--- config.mk ---
export PLATFORM = sky130hd
export DESIGN_NAME = tlv_message_parser
export DESIGN_NICKNAME = d
export VERILOG_FILES = /design/src/rtl/tlvp_pkg.sv /design/src/rtl/tlv_message_parser.sv /design/src/rtl/tlvp_core.sv /design/src/rtl/tlvp_out_reg.sv
export SDC_FILE = /design/constraint.sdc
export NUM_CORES = 1
export LEC_CHECK = 0
export ABC_CLOCK_PERIOD_IN_PS = 16200
export BUFFER_PORTS_ARGS = -buffer_cell sky130_fd_sc_hd__buf_4
export CORE_MARGIN = 2
export CORE_UTILIZATION = 62
export CTS_CLUSTER_DIAMETER = 60
export CTS_CLUSTER_SIZE = 8
export DETAILED_ROUTE_END_ITERATION = 8
export PLACE_DENSITY = 0.92
export SYNTH_ARGS = -nofsm -noshare
export SYNTH_HDL_FRONTEND = slang
export SYNTH_SLANG_ARGS = --single-unit
--- constraint.sdc ---
create_clock -name aclk -period 16.2 [get_ports aclk]
set_clock_uncertainty 0.15 [all_clocks]
set_input_delay 0.81 -clock aclk [delete_from_list [all_inputs] [get_ports aclk]]
set_output_delay 0.81 -clock aclk [all_outputs]
set_load 0.005 [all_outputs]
--- src/rtl/tlvp_pkg.sv ---
// Shared types and codes for the TLV message parser.
`timescale 1ns / 1ps

package tlvp_pkg;

    // Parser phase, one-hot
    typedef enum logic [6:0] {
        PH_HEADER = 7'b0000001,
        PH_TYPE   = 7'b0000010,
        PH_LEN_LO = 7'b0000100,
        PH_LEN_HI = 7'b0001000,
        PH_DATA   = 7'b0010000,
        PH_TRAIL  = 7'b0100000,
        PH_ERROR  = 7'b1000000
    } phase_t;

    // Byte role codes
    localparam logic [2:0] ROLE_HEADER   = 3'd0;
    localparam logic [2:0] ROLE_TYPE     = 3'd1;
    localparam logic [2:0] ROLE_LEN_LO   = 3'd2;
    localparam logic [2:0] ROLE_LEN_HI   = 3'd3;
    localparam logic [2:0] ROLE_DATA     = 3'd4;
    localparam logic [2:0] ROLE_TRAIL    = 3'd5;
    localparam logic [2:0] ROLE_AFTER_ER = 3'd6;

    // Status codes
    localparam logic [2:0] ST_BUSY      = 3'd0;
    localparam logic [2:0] ST_OK        = 3'd1;
    localparam logic [2:0] ST_BAD_VER   = 3'd2;
    localparam logic [2:0] ST_TOO_MANY  = 3'd3;
    localparam logic [2:0] ST_TRUNCATED = 3'd4;

    // Header byte positions
    localparam logic [2:0] HDR_VERSION = 3'd0;
    localparam logic [2:0] HDR_KIND    = 3'd1;
    localparam logic [2:0] HDR_FLAGS   = 3'd2;
    localparam logic [2:0] HDR_TS0     = 3'd3;
    localparam logic [2:0] HDR_TS1     = 3'd4;
    localparam logic [2:0] HDR_TS2     = 3'd5;
    localparam logic [2:0] HDR_TS3     = 3'd6;
    localparam logic [2:0] HDR_COUNT   = 3'd7;

    localparam logic [7:0] VERSION_RESET = 8'd1;

    // One parsed result, core to output stage
    typedef struct packed {
        logic [2:0]  byte_role;
        logic [7:0]  out_byte;
        logic [7:0]  field_index;
        logic [7:0]  field_kind;
        logic [15:0] field_length;
        logic [15:0] data_offset;
        logic [7:0]  message_kind;
        logic [7:0]  message_flags;
        logic [31:0] timestamp;
        logic [7:0]  declared_fields;
        logic [2:0]  status;
        logic        message_done;
    } result_t;

endpackage

--- src/rtl/tlv_message_parser.sv ---
// Top level of the streaming TLV message parser.
`timescale 1ns / 1ps

// Channel   Dir  Payload                                   Handshake
// s_*       in   tdata: in_byte; tlast: final_byte          s_tvalid / s_tready
// m_*       out  tdata: parsed fields; tuser: byte_role;    m_tvalid / m_tready
//                tlast: message_done
// cfg_*     in   cfg_data: expected_version                 cfg_valid / cfg_ready
//
// One byte per cycle: each accepted transaction updates the parser state and
// loads its result into the output register in the same edge.
// A result appears on the master side in the cycle after its byte is accepted.
// s_tready is high while the output register is empty or being drained, so a
// stall on m_tready holds the input back with no transaction lost.
// Reset (aresetn low, synchronous) clears the parser and sets
// expected_version to 1; cfg_ready is always high.

module tlv_message_parser #(
    parameter int MAX_FIELDS = 16
) (
    input  logic         aclk,
    input  logic         aresetn,
    // input byte stream
    input  logic         s_tvalid,
    output logic         s_tready,
    input  logic [7:0]   s_tdata,     // [7:0] in_byte
    input  logic         s_tlast,     // final_byte
    // result stream
    output logic         m_tvalid,
    input  logic         m_tready,
    // [7:0] out_byte, [15:8] field_index, [23:16] field_kind,
    // [39:24] field_length, [55:40] data_offset, [63:56] message_kind,
    // [71:64] message_flags, [103:72] timestamp, [111:104] declared_fields,
    // [114:112] status, [119:115] zero
    output logic [119:0] m_tdata,
    output logic [2:0]   m_tuser,     // [2:0] byte_role
    output logic         m_tlast,     // message_done
    // configuration write
    input  logic         cfg_valid,
    output logic         cfg_ready,
    input  logic [7:0]   cfg_data     // [7:0] expected_version
);

    tlvp_pkg::result_t result;
    logic              out_free;
    logic              accept;

    assign s_tready  = out_free;
    assign accept    = s_tvalid && out_free;
    assign cfg_ready = 1'b1;

    tlvp_core #(
        .MAX_FIELDS (MAX_FIELDS)
    ) u_core (
        .aclk       (aclk),
        .aresetn    (aresetn),
        .accept     (accept),
        .in_byte    (s_tdata),
        .final_byte (s_tlast),
        .cfg_we     (cfg_valid),
        .cfg_data   (cfg_data),
        .result     (result)
    );

    tlvp_out_reg u_out (
        .aclk     (aclk),
        .aresetn  (aresetn),
        .load     (accept),
        .result   (result),
        .free     (out_free),
        .m_tvalid (m_tvalid),
        .m_tready (m_tready),
        .m_tdata  (m_tdata),
        .m_tuser  (m_tuser),
        .m_tlast  (m_tlast)
    );

endmodule

--- src/rtl/tlvp_core.sv ---
// Parser state registers and the per-byte next-state / result logic.
`timescale 1ns / 1ps

module tlvp_core #(
    parameter int MAX_FIELDS = 16
) (
    input  logic               aclk,
    input  logic               aresetn,
    input  logic               accept,
    input  logic [7:0]         in_byte,
    input  logic               final_byte,
    input  logic               cfg_we,
    input  logic [7:0]         cfg_data,
    output tlvp_pkg::result_t  result
);

    localparam logic [7:0] MaxFields = 8'(MAX_FIELDS);

    tlvp_pkg::phase_t phase_reg, phase_next;
    logic [2:0]  hpos_reg, hpos_next;
    logic [7:0]  version_reg, version_next;
    logic [7:0]  kind_reg, kind_next;
    logic [7:0]  flags_reg, flags_next;
    logic [31:0] ts_reg, ts_next;
    logic [7:0]  count_reg, count_next;
    logic [7:0]  index_reg, index_next;
    logic [7:0]  fkind_reg, fkind_next;
    logic [15:0] flen_reg, flen_next;
    logic [15:0] offset_reg, offset_next;
    logic [2:0]  err_reg, err_next;
    logic [7:0]  exp_ver_reg;

    logic [2:0]  role;
    logic [15:0] offset_out;
    logic [2:0]  status;
    logic [7:0]  index_inc;
    logic [16:0] offset_inc;

    assign index_inc  = index_reg + 8'd1;
    assign offset_inc = {1'b0, offset_reg} + 17'd1;

    always_comb begin
        phase_next   = phase_reg;
        hpos_next    = hpos_reg;
        version_next = version_reg;
        kind_next    = kind_reg;
        flags_next   = flags_reg;
        ts_next      = ts_reg;
        count_next   = count_reg;
        index_next   = index_reg;
        fkind_next   = fkind_reg;
        flen_next    = flen_reg;
        offset_next  = offset_reg;
        err_next     = err_reg;
        role         = tlvp_pkg::ROLE_AFTER_ER;
        offset_out   = 16'd0;

        case (phase_reg)
            tlvp_pkg::PH_HEADER: begin
                role = tlvp_pkg::ROLE_HEADER;
                case (hpos_reg)
                    tlvp_pkg::HDR_VERSION: version_next = in_byte;
                    tlvp_pkg::HDR_KIND:    kind_next    = in_byte;
                    tlvp_pkg::HDR_FLAGS:   flags_next   = in_byte;
                    tlvp_pkg::HDR_TS0:     ts_next      = ts_reg | {24'd0, in_byte};
                    tlvp_pkg::HDR_TS1:     ts_next      = ts_reg | {16'd0, in_byte, 8'd0};
                    tlvp_pkg::HDR_TS2:     ts_next      = ts_reg | {8'd0, in_byte, 16'd0};
                    tlvp_pkg::HDR_TS3:     ts_next      = ts_reg | {in_byte, 24'd0};
                    default:               count_next   = in_byte;
                endcase
                if (hpos_reg == tlvp_pkg::HDR_COUNT) begin
                    if (version_reg != exp_ver_reg) begin
                        err_next   = tlvp_pkg::ST_BAD_VER;
                        phase_next = tlvp_pkg::PH_ERROR;
                    end else if (in_byte > MaxFields) begin
                        err_next   = tlvp_pkg::ST_TOO_MANY;
                        phase_next = tlvp_pkg::PH_ERROR;
                    end else begin
                        index_next = 8'd0;
                        phase_next = (in_byte == 8'd0) ? tlvp_pkg::PH_TRAIL
                                                       : tlvp_pkg::PH_TYPE;
                    end
                end else begin
                    hpos_next = hpos_reg + 3'd1;
                end
            end
            tlvp_pkg::PH_TYPE: begin
                role        = tlvp_pkg::ROLE_TYPE;
                fkind_next  = in_byte;
                flen_next   = 16'd0;
                offset_next = 16'd0;
                phase_next  = tlvp_pkg::PH_LEN_LO;
            end
            tlvp_pkg::PH_LEN_LO: begin
                role       = tlvp_pkg::ROLE_LEN_LO;
                flen_next  = {8'd0, in_byte};
                phase_next = tlvp_pkg::PH_LEN_HI;
            end
            tlvp_pkg::PH_LEN_HI: begin
                role        = tlvp_pkg::ROLE_LEN_HI;
                flen_next   = {in_byte, flen_reg[7:0]};
                offset_next = 16'd0;
                if ({in_byte, flen_reg[7:0]} == 16'd0) begin
                    index_next = index_inc;
                    phase_next = (index_inc == count_reg) ? tlvp_pkg::PH_TRAIL
                                                          : tlvp_pkg::PH_TYPE;
                end else begin
                    phase_next = tlvp_pkg::PH_DATA;
                end
            end
            tlvp_pkg::PH_DATA: begin
                role       = tlvp_pkg::ROLE_DATA;
                offset_out = offset_reg;
                if (offset_inc >= {1'b0, flen_reg}) begin
                    offset_next = 16'd0;
                    index_next  = index_inc;
                    phase_next  = (index_inc == count_reg) ? tlvp_pkg::PH_TRAIL
                                                           : tlvp_pkg::PH_TYPE;
                end else begin
                    offset_next = offset_inc[15:0];
                end
            end
            tlvp_pkg::PH_TRAIL: role = tlvp_pkg::ROLE_TRAIL;
            default:            role = tlvp_pkg::ROLE_AFTER_ER;
        endcase

        if (err_next != tlvp_pkg::ST_BUSY) begin
            status = err_next;
        end else if (!final_byte) begin
            status = tlvp_pkg::ST_BUSY;
        end else if (phase_next == tlvp_pkg::PH_TRAIL) begin
            status = tlvp_pkg::ST_OK;
        end else begin
            status = tlvp_pkg::ST_TRUNCATED;
        end
    end

    always_comb begin
        result.byte_role       = role;
        result.out_byte        = in_byte;
        result.field_index     = index_next;
        result.field_kind      = fkind_next;
        result.field_length    = flen_next;
        result.data_offset     = offset_out;
        result.message_kind    = kind_next;
        result.message_flags   = flags_next;
        result.timestamp       = ts_next;
        result.declared_fields = count_next;
        result.status          = status;
        result.message_done    = final_byte;
    end

    always_ff @(posedge aclk) begin
        if (!aresetn) begin
            exp_ver_reg <= tlvp_pkg::VERSION_RESET;
        end else if (cfg_we) begin
            exp_ver_reg <= cfg_data;
        end
    end

    // Whole message state returns to reset after a final byte
    always_ff @(posedge aclk) begin
        if (!aresetn || (accept && final_byte)) begin
            phase_reg   <= tlvp_pkg::PH_HEADER;
            hpos_reg    <= 3'd0;
            version_reg <= 8'd0;
            kind_reg    <= 8'd0;
            flags_reg   <= 8'd0;
            ts_reg      <= 32'd0;
            count_reg   <= 8'd0;
            index_reg   <= 8'd0;
            fkind_reg   <= 8'd0;
            flen_reg    <= 16'd0;
            offset_reg  <= 16'd0;
            err_reg     <= tlvp_pkg::ST_BUSY;
        end else if (accept) begin
            phase_reg   <= phase_next;
            hpos_reg    <= hpos_next;
            version_reg <= version_next;
            kind_reg    <= kind_next;
            flags_reg   <= flags_next;
            ts_reg      <= ts_next;
            count_reg   <= count_next;
            index_reg   <= index_next;
            fkind_reg   <= fkind_next;
            flen_reg    <= flen_next;
            offset_reg  <= offset_next;
            err_reg     <= err_next;
        end
    end

endmodule

--- src/rtl/tlvp_out_reg.sv ---
// Result register for the master stream; packs a result into tdata/tuser.
`timescale 1ns / 1ps

module tlvp_out_reg (
    input  logic               aclk,
    input  logic               aresetn,
    input  logic               load,
    input  tlvp_pkg::result_t  result,
    output logic               free,
    output logic               m_tvalid,
    input  logic               m_tready,
    output logic [119:0]       m_tdata,
    output logic [2:0]         m_tuser,
    output logic               m_tlast
);

    logic               valid_reg;
    tlvp_pkg::result_t  data_reg;

    // Room when empty or the held transaction leaves this cycle
    assign free = !valid_reg || m_tready;

    always_ff @(posedge aclk) begin
        if (!aresetn) begin
            valid_reg <= 1'b0;
        end else if (free) begin
            valid_reg <= load;
        end
    end

    always_ff @(posedge aclk) begin
        if (load && free) begin
            data_reg <= result;
        end
    end

    assign m_tvalid = valid_reg;
    assign m_tuser  = data_reg.byte_role;
    assign m_tlast  = data_reg.message_done;
    assign m_tdata  = {5'd0,
                       data_reg.status,
                       data_reg.declared_fields,
                       data_reg.timestamp,
                       data_reg.message_flags,
                       data_reg.message_kind,
                       data_reg.data_offset,
                       data_reg.field_length,
                       data_reg.field_kind,
                       data_reg.field_index,
                       data_reg.out_byte};

endmodule
* Word level (Yosys, flattened, before mapping) *
Cells that the tools add are included.

cells by class
  equal/unequal tests = 16
  reductions and logical operators = 17
  bitwise operators = 5
  add/subtract/negate cells = 3
  mux-type cells = 34
  $lt $le $gt $ge = 2

operators by type and width
  operator               count
  $pmux 32 s4            1
  $mux 8                 12
  $pmux 16 s3            1
  $mux 7                 5
  $pmux 7 s5             1
  $mux 32                1
  $or 32x16->32          1
  $or 32x24->32          1
  $or 32x32->32          1
  $or 32x8->32           1
  $pmux 16 s2            1
  $pmux 8 s3             1
  $mux 3                 7
  $pmux 3 s6             1
  $add 16x1->17 const B  1
  $ge 17x16->1           1
  $logic_not 16->1       1
  $mux 16                1
  $eq 7x6->1 const B     2
  $eq 3x3->1 const B     4
  $mux 6                 2
  $add 8x1->8 const B    1
  $eq 8x8->1             1
  $gt 8x5->1 const B     1
  21 further kinds       27

word-level totals
  output and inout port bits = 127
  word-level logic and storage cells = 103
  input bits = 22
  flip-flop bits (word level) = 253

* Logic depth before layout (Yosys ltp) *
Gate-level depths: netlist of run 1.

  depth in word-level cells = 10
  mapped depth = 15
  gate-level depth less buffers = 13

* Cells and area by module *
Synthesis of run 1 repeated with hierarchy kept, for this count alone.

second synthesis, totals
  cell total of the unflattened synthesis = 1002
  area total of the unflattened synthesis = 11055.6 µm²

by module, submodules not included
  module              cells each  area an instance (µm²)  instances  seq. area each (µm²)
  tlvp_core           869         7365.8                  1          2662.6
  tlvp_out_reg        130         3672.3                  1          3593.4
  tlv_message_parser  3           17.5                    1          0.0

* Least setup slack after synthesis of run 1 *
OpenSTA, ideal clock, no wires.

  path kind = input to register
  start point = input port m_tready
  end point = register u_out.data_reg (netlist bit u_out.m_tdata[0]), enable pin
  buffers on the path = 3
  stages = 6
  arrival = 5116 ps
  setup time = 530 ps
  path slack = 10404 ps
  data required time = 15520 ps
  cells stage by stage = nand2b_1 > nand2_1 > inv_1 > clkbuf_1 > clkbuf_1 > clkbuf_1

on the way
  longest elaborated chain between the ends = 3

ends and longest elaborated chain
  item                  line                      source
  from (decl)           tlv_message_parser.sv:30  input logic m_tready,
  $logic_or 1x1->1      tlvp_out_reg.sv:21        assign free = !valid_reg || m_tready;
  $logic_and 1x1->1     tlv_message_parser.sv:49  assign accept = s_tvalid && out_free;
  net accept            tlv_message_parser.sv:46  logic accept;
  $logic_and 1x1->1     tlvp_out_reg.sv:32        if (load && free) begin
  to (signal assigned)  tlvp_out_reg.sv:33        data_reg <= result;
  to (decl)             tlvp_out_reg.sv:18        tlvp_pkg::result_t data_reg;

The timed path passes the listed nets, and every way through them passes these cells.
A chain may end at the register's enable or synchronous reset.

==> results.txt, run 1 <==
----------------------------------------------------
[Status]
  Outcome ... complete, no violations

[Routing]
  Total number of vias ... 8498
  Post-detailed-route DRC marker count ... 0
  ANT nets after route ... 0
  DR vias/cell ... 6.16
  Drt first-iter violations ... 970
  Detailed-routing iteration count for the pre-antenna-repair pass ... 6
  Average detailed-routed wire length per instance ... 19.9 um
  Post-Route WL ... 27.4 mm

[Global route]
  Initial antenna violation count ... 0
  Via count of the first global-routing pass ... 8203
  Overflow left after global routing ... 0
  Largest net degree at the start of global routing ... 168
  Wire length of the first global-routing pass ... 42.9 mm
  Global router's overall resource usage ... 0.295

[Clock tree]
  CTS Hold Buffers Added ... 0
  TritonCTS buffer count ... 37
  Clk Tree Root Cell ... clkbuf_16
  Worst-Skew Late Latency ... 0.51 ns
  # resized after CTS ... 0
  Clock transition time at the flip-flop clock pins of the worst setup and hold paths ... 0.05 ns
  Number of buffers added for setup after CTS ... 0
  H-tree level count ... 2
  Number of clock sinks ... 253
  CTS tree ... yes
  Maximum buffer depth of the clock tree ... 3

[Floorplanning]
  Core Footprint ... 17400 um2
  Count of boundary I/O pins ... 149
  Die outline area ... 19000 um2
  Effective utilization at floorplan ... 0.638
  Chip Width ... 138 um
  Y dimension of the die ... 138 um
  Floorplan row count ... 48

[Final layout]
  Non-filler cells in the finished layout ... 1379
  Share of cells above drive strength 1 ... 0.209
  Number of antenna repair diodes ... 0
  Layout Nets ... 1172
  Most common cell after layout, fill and taps aside ... buf_4
  Synthesis-to-layout area growth ... 19.4%
  Most used cells in the layout excluding fill and tap cells ... buf_4 (147), dfxtp_1 (134), edfxtp_1 (119)
  Largest register FFs ... 115

[Timing]
  Post-route fraction of the period consumed by the critical path ... 0.278
  Setup-violating endpoint count in the final report ... 0
  Min Clock Period, post-route ... 4.51 ns
  RSZ-0062 raised after global routing ... false
  Number of hold violations in the final report ... 0
  Final hold slack ... 0.315 ns
  Total Neg Setup Slack ... 0 ns
  Max-slew violation total from the final report ... 0
  Relative slew slack ... 0.304
  Max Fclk ... 222 MHz
  Slew @ Worst Pin ... 1.04 ns

[Synth]
  Register bit count reported by yosys ... 253
  Compound-cell area share of the yosys netlist ... 0.146
  Number of synthesized flops with an enable pin ... 119
  Warnings, synthesis ... 0
  Mux share of post-synthesis cell area ... 0.0541
  Number of standard cells after synthesis ... 1010
  Share of synthesized area occupied by flip-flops and latches ... 0.563
  Adder-Cell Fraction of Synth Area ... 0.0270
  Post-Synth XOR/XNOR Area ... 0.0300
  Library cells used by synthesis ... 68
  Average footprint of a synthesized cell ... 11.0 um2
  Main combinational cell family by area after synthesis ... compound AO/OA/AOI/OAI gates
  Most frequently used flop master after synthesis ... dfxtp_1
  Cell area after technology mapping ... 11100 um2
  Basic-gate share of the synthesized area counting and, or, nand and nor cells ... 0.140
  Fraction of registers with async set or reset after synthesis ... 0

[Run]
  Max-cap violations ... 0

[Setup path]
  Critical path start-end classification ... register to register
  Signal arrival time at the worst endpoint ... 4.63 ns
  Kind of capture point of the worst setup path ... register
  Critical Path RT ... 16.32 ns
  CP startpoint kind ... register
  Critical path peak fanout ... 11

[Power and ir drop]
  Leak pwr ... 0.00588 uW
  Worst supply voltage drop on vdd ... 0.0000889 V
  Power density normalized to cell area ... 114 nW/um2

[Place]
  Placer Congestion ... 0.950
  Detailed placement HPWL ... 16.7 mm
  Port-buffer cells ... 142
  Number of placed instances, taps included ... 1312

[Min path]
  Class of the tightest hold or removal check ... register to register

----------------------------------------------------
where the power goes:
group	total, uW	internal [uW]	switching (uW)	leakage [uW]
logic	111	46.5	64.7	0.00309
clock network	699	429	270	0.000509
registers	707	695	11.9	0.00228
worst paths after layout:
kind	depth (start not counted)	slack (ns)	start	to
worst max-delay path	13	11.69	u_core.offset_reg[0]	u_out.m_tdata[112]
worst min-delay path	2	0.31	u_core.flags_reg[1]	u_core.flags_reg[1]
worst max register to register	13	11.69	u_core.offset_reg[0]	u_out.m_tdata[112]
worst min register to register	2	0.31	u_core.flags_reg[1]	u_core.flags_reg[1]
routing by layer:
| metal | vias up | global-route usage | wire length (um) |
|---|---|---|---|
| li1 | 3881 | - | - |
| met1 | 4092 | 0.367 | 10700 |
| met2 | 443 | 0.493 | 13500 |
| met3 | 82 | 0.0655 | 2310 |
| met4 | 0 | 0.133 | 972 |
| met5 | - | 0 | 0 |
synthesized netlist by cell type, types with 17 or more instances:
master | n | share of area
and2_1 | 20 | 0.011
a21o_1 | 41 | 0.028
xnor2_1 | 27 | 0.021
nand2_1 | 86 | 0.029
inv_1 | 28 | 0.0095
clkbuf_1 | 54 | 0.018
nand3_1 | 23 | 0.010
nor3_1 | 27 | 0.012
a21oi_1 | 69 | 0.031
mux2i_1 | 18 | 0.016
o211a_1 | 33 | 0.030
ha_1 | 24 | 0.027
nor2_1 | 94 | 0.032
dfxtp_1 | 134 | 0.24
edfxtp_1 | 119 | 0.32
a22o_1 | 17 | 0.013
cells by family after synthesis:
group,after synthesis
buffers and inverters,102
other,2
flip-flops,253
AND/OR/NAND/NOR,316
multiplexers,50
AO/OA/AOI/OAI,225
XOR/XNOR,38
adder cells (fa/ha/maj),24
area by class of cell:
type                    count  area, um2
clock buffers              63       1020
clock inverters             4       46.3
fillers                  1099       4160
inverters                  28        113
multi-input cells         659       4430
flip-flops and latches    253       6260
well taps                 225        282
repair buffers            147       1100
critical path, stage by stage, from the launching register on:
cell	delay, ns
dfxtp_1	0.41
ha_1	0.27
nand3_1	0.18
nor2_1	0.35
nand3_1	0.15
xnor2_1	0.21
ha_1	0.28
a211oi_1	0.21
nor2_1	0.09
o31ai_1	0.33
o211ai_1	0.28
a21oi_1	0.89
a22oi_2	0.21
a31o_1	0.26
per-stage QoR:
stage	area (um2)	utilization	setup WS [ns]	power (uW)
global placement	12200	0.700	12.02	825
floorplan	11100	-	10.40	782
detailed placement	12200	0.700	11.80	828
finish	13300	0.761	11.69	1520
global route	13300	0.761	11.30	1560
CTS	13300	0.761	11.76	1520
Power figures use the tool's default switching activity.
==> run 2, diff against run 1 <==
- ABC_AREA: not set -> 1
- ABC_CLOCK_PERIOD_IN_PS: 16200 -> 3600
- CORE_UTILIZATION: 62 -> 52
- PLACE_DENSITY: 0.92 -> 0.83
- clock period: 16.2 -> 3.6 ns (I/O delays scaled with it)
==> results.txt, run 2 <==
----------------------------------------------------
[Min path]
  Class of the tightest hold or removal check ... input pin to register
  Startpoint of the lowest-slack hold path ... s_tlast

[Clock tree]
  Clk Tree Root Cell ... clkbuf_16
  H-tree level count ... 2
  Worst-Skew Late Latency ... 0.50 ns
  Number of clock sinks ... 253
  CTS tree ... yes
  Maximum buffer depth of the clock tree ... 3
  TritonCTS buffer count ... 37
  Clock transition time at the flip-flop clock pins of the worst setup and hold paths ... 0.05 ns

[Final layout]
  Number of fill cells ... 1567
  Most common cell after layout, fill and taps aside ... inv_1
  Synthesis-to-layout area growth ... 24.1%
  Post-route cell area ... 13800 um2
  Most used cells in the layout excluding fill and tap cells ... inv_1 (186), nand2_1 (179), buf_4 (145)
  Layout Nets ... 1417
  Largest register FFs ... 115
  Number of antenna repair diodes ... 0
  Share of cells above drive strength 1 ... 0.177

[Floorplanning]
  Count of boundary I/O pins ... 149
  Floorplan row count ... 53
  Y dimension of the die ... 150 um
  Core Footprint ... 21000 um2
  Die outline area ... 22600 um2
  Effective utilization at floorplan ... 0.529
  Chip Width ... 150 um

[Place]
  Detailed placement HPWL ... 17.2 mm
  Dpl cell area ... 12400 um2
  Port-buffer cells ... 142
  Placer Congestion ... 0.876
  Post-Place Worst Slack ... 0.125 ns

[Synth]
  Most frequently used flop master after synthesis ... dfxtp_1
  Share of the synthesized area in the top cell type ... 0.321
  Adder-Cell Fraction of Synth Area ... 0.0270
  Mux share of post-synthesis cell area ... 0
  Area leader, netlist ... edfxtp_1
  Post-Synth XOR/XNOR Area ... 0.0150
  Register bit count reported by yosys ... 253
  Number of synthesized flops with an enable pin ... 119
  Cell area after technology mapping ... 11100 um2
  Library cells used by synthesis ... 47
  Commonest cells post-synth ... inv_1 (186), nand2_1 (181), dfxtp_1 (134)
  Share of synthesized area occupied by flip-flops and latches ... 0.562
  Cell with the most instances after synthesis ... inv_1
  Largest cells by area after synthesis ... edfxtp_1 (32%), dfxtp_1 (24%), inv_1 (6.3%)
  Fraction of registers with async set or reset after synthesis ... 0
  Basic-gate share of the synthesized area counting and, or, nand and nor cells ... 0.144
  Average footprint of a synthesized cell ... 9.33 um2
  Compound-cell area share of the yosys netlist ... 0.166
  Warnings, synthesis ... 0
  Main combinational cell family by area after synthesis ... compound AO/OA/AOI/OAI gates
  Number of standard cells after synthesis ... 1193

[Global route]
  Wire length of the first global-routing pass ... 42.9 mm
  Overflow left after global routing ... 0
  Initial antenna violation count ... 0
  Largest net degree at the start of global routing ... 128
  Global router's overall resource usage ... 0.241
  Via count of the first global-routing pass ... 8492

[Routing]
  Average detailed-routed wire length per instance ... 16.5 um
  Uppermost metal layer occupied by signal nets ... met4
  ANT nets after route ... 0
  Met3 WL post-DR ... 1.87 mm
  Post-Route WL ... 27.5 mm
  Total number of vias ... 8964
  Met2 WL ... 13.4 mm
  DR vias/cell ... 5.36
  Drt first-iter violations ... 870
  Detailed-routing iteration count for the pre-antenna-repair pass ... 6
  Post-detailed-route DRC marker count ... 0
  Wl on met1 ... 11.3 mm

[Power and ir drop]
  Power density normalized to cell area ... 517 nW/um2
  Leak pwr ... 0.00645 uW
  Worst supply voltage drop on vdd ... 0.000406 V

[Setup path]
  Setup slack on the worst flop-to-flop path ... 0.24 ns
  Critical path peak fanout ... 10
  CP startpoint kind ... register
  Kind of capture point of the worst setup path ... register
  Critical Path RT ... 3.70 ns
  Critical path start-end classification ... register to register
  Origin of the worst setup path ... u_core.offset_reg[1]
  Signal arrival time at the worst endpoint ... 3.47 ns
  RR Startpoint ... u_core.offset_reg[1]

[Timing]
  Relative slew slack ... 0.318
  Slew @ Worst Pin ... 1.02 ns
  Min Clock Period, post-route ... 3.36 ns
  Setup slack after layout ... 0.235 ns
  RSZ-0062 raised after global routing ... false
  Total Neg Setup Slack ... 0 ns
  Max Fclk ... 297 MHz
  Max-slew violation total from the final report ... 0
  Number of hold violations in the final report ... 0
  Setup-violating endpoint count in the final report ... 0
  Post-route fraction of the period consumed by the critical path ... 0.935

[Run]
  Max-cap violations ... 0

[Status]
  Outcome ... complete, no violations

----------------------------------------------------
-- run 2: cell count changes in the layout (fill, tap and decap cells not counted), moves of 35 or more --
cell           change
o21ai_0          +103
o21bai_1          +40
inv_1            +159
dlygate4sd3_1     +35
nand2_1           +95
a21o_1            -40
-- run 2: area by class of cell --
| type | instances | area, um2 | share of cell area |
|---|---|---|---|
| flip-flops and latches | 253 | 6260 | 0.453 |
| multi-input cells | 704 | 3980 | 0.288 |
| repair buffers | 181 | 1460 | 0.106 |
| clock buffers | 62 | 1020 | 0.0738 |
| inverters | 194 | 733 | 0.0531 |
| well taps | 275 | 344 | 0.0249 |
| clock inverters | 3 | 22.5 | 0.00163 |
-- run 2: critical path, stage by stage, from the launching register on --
cell and delay (ns):
dfxtp_1 0.42, ha_4 0.17, nand2_2 0.06, nor2_4 0.16, nand2_4 0.09, nor2_1 0.09, inv_1 0.08, nor4_2 0.18
xor2_1 0.17, inv_1 0.08, ha_1 0.30, and3_1 0.18, nand2_1 0.06, nor2_2 0.15, nand2_4 0.07, nand3_1 0.07
nand2_1 0.08, nand2_4 0.14, nand2_1 0.09, nand3_2 0.09, nand3_1 0.09, nand2_1 0.07, nand2_1 0.05
-- run 2: cells by family (layout without fill, tap and decap cells) --
logic type      count (synthesis)  after routing
simple gates                  350            350
compound gates                305            305
flops                         253            253
buf+inv                       240            440
fa+ha+maj                      24             24
xor+xnor                       19             19
other cells                     2              6
-- run 2: per-layer routing --
metal	global-route usage	vias to the layer above
li1	-	4318
met1	0.309	4180
met2	0.406	388
met3	0.0461	78
met4	0.0925	0
met5	0	-
-- run 2: path summary, 6_finish.rpt --
check | to | cells after the start
worst min-delay path | u_out.m_tlast | 2
worst max register to register | u_out.m_tdata[114] | 22
worst max-delay path | u_out.m_tdata[114] | 22
worst min register to register | u_core.err_reg[1] | 2
-- run 2: what timing repair did --
item                                    CTS  global route
hold buffers                             35             0
setup buffers                             0             1
endpoints found under the setup margin    0            20
resized for setup                         0             8
hold endpoints to repair                 53             0
-- run 2: power by group --
part	switching [uW]	internal (uW)
Clock	1180	1910
Combinational	493	294
Sequential	72.8	3200
Total	1740	5410
-- run 2: stage by stage --
stage,power (uW),cells,utilization,hold WS (ns)
final,7150,1672,0.657,0.300
after global routing,7420,1672,0.657,0.304
after CTS,7170,1671,0.655,0.290
after detailed placement,4050,1571,0.589,0.253
after global placement,4030,1571,0.589,0.253
after floorplan,3750,1197,-,0.129
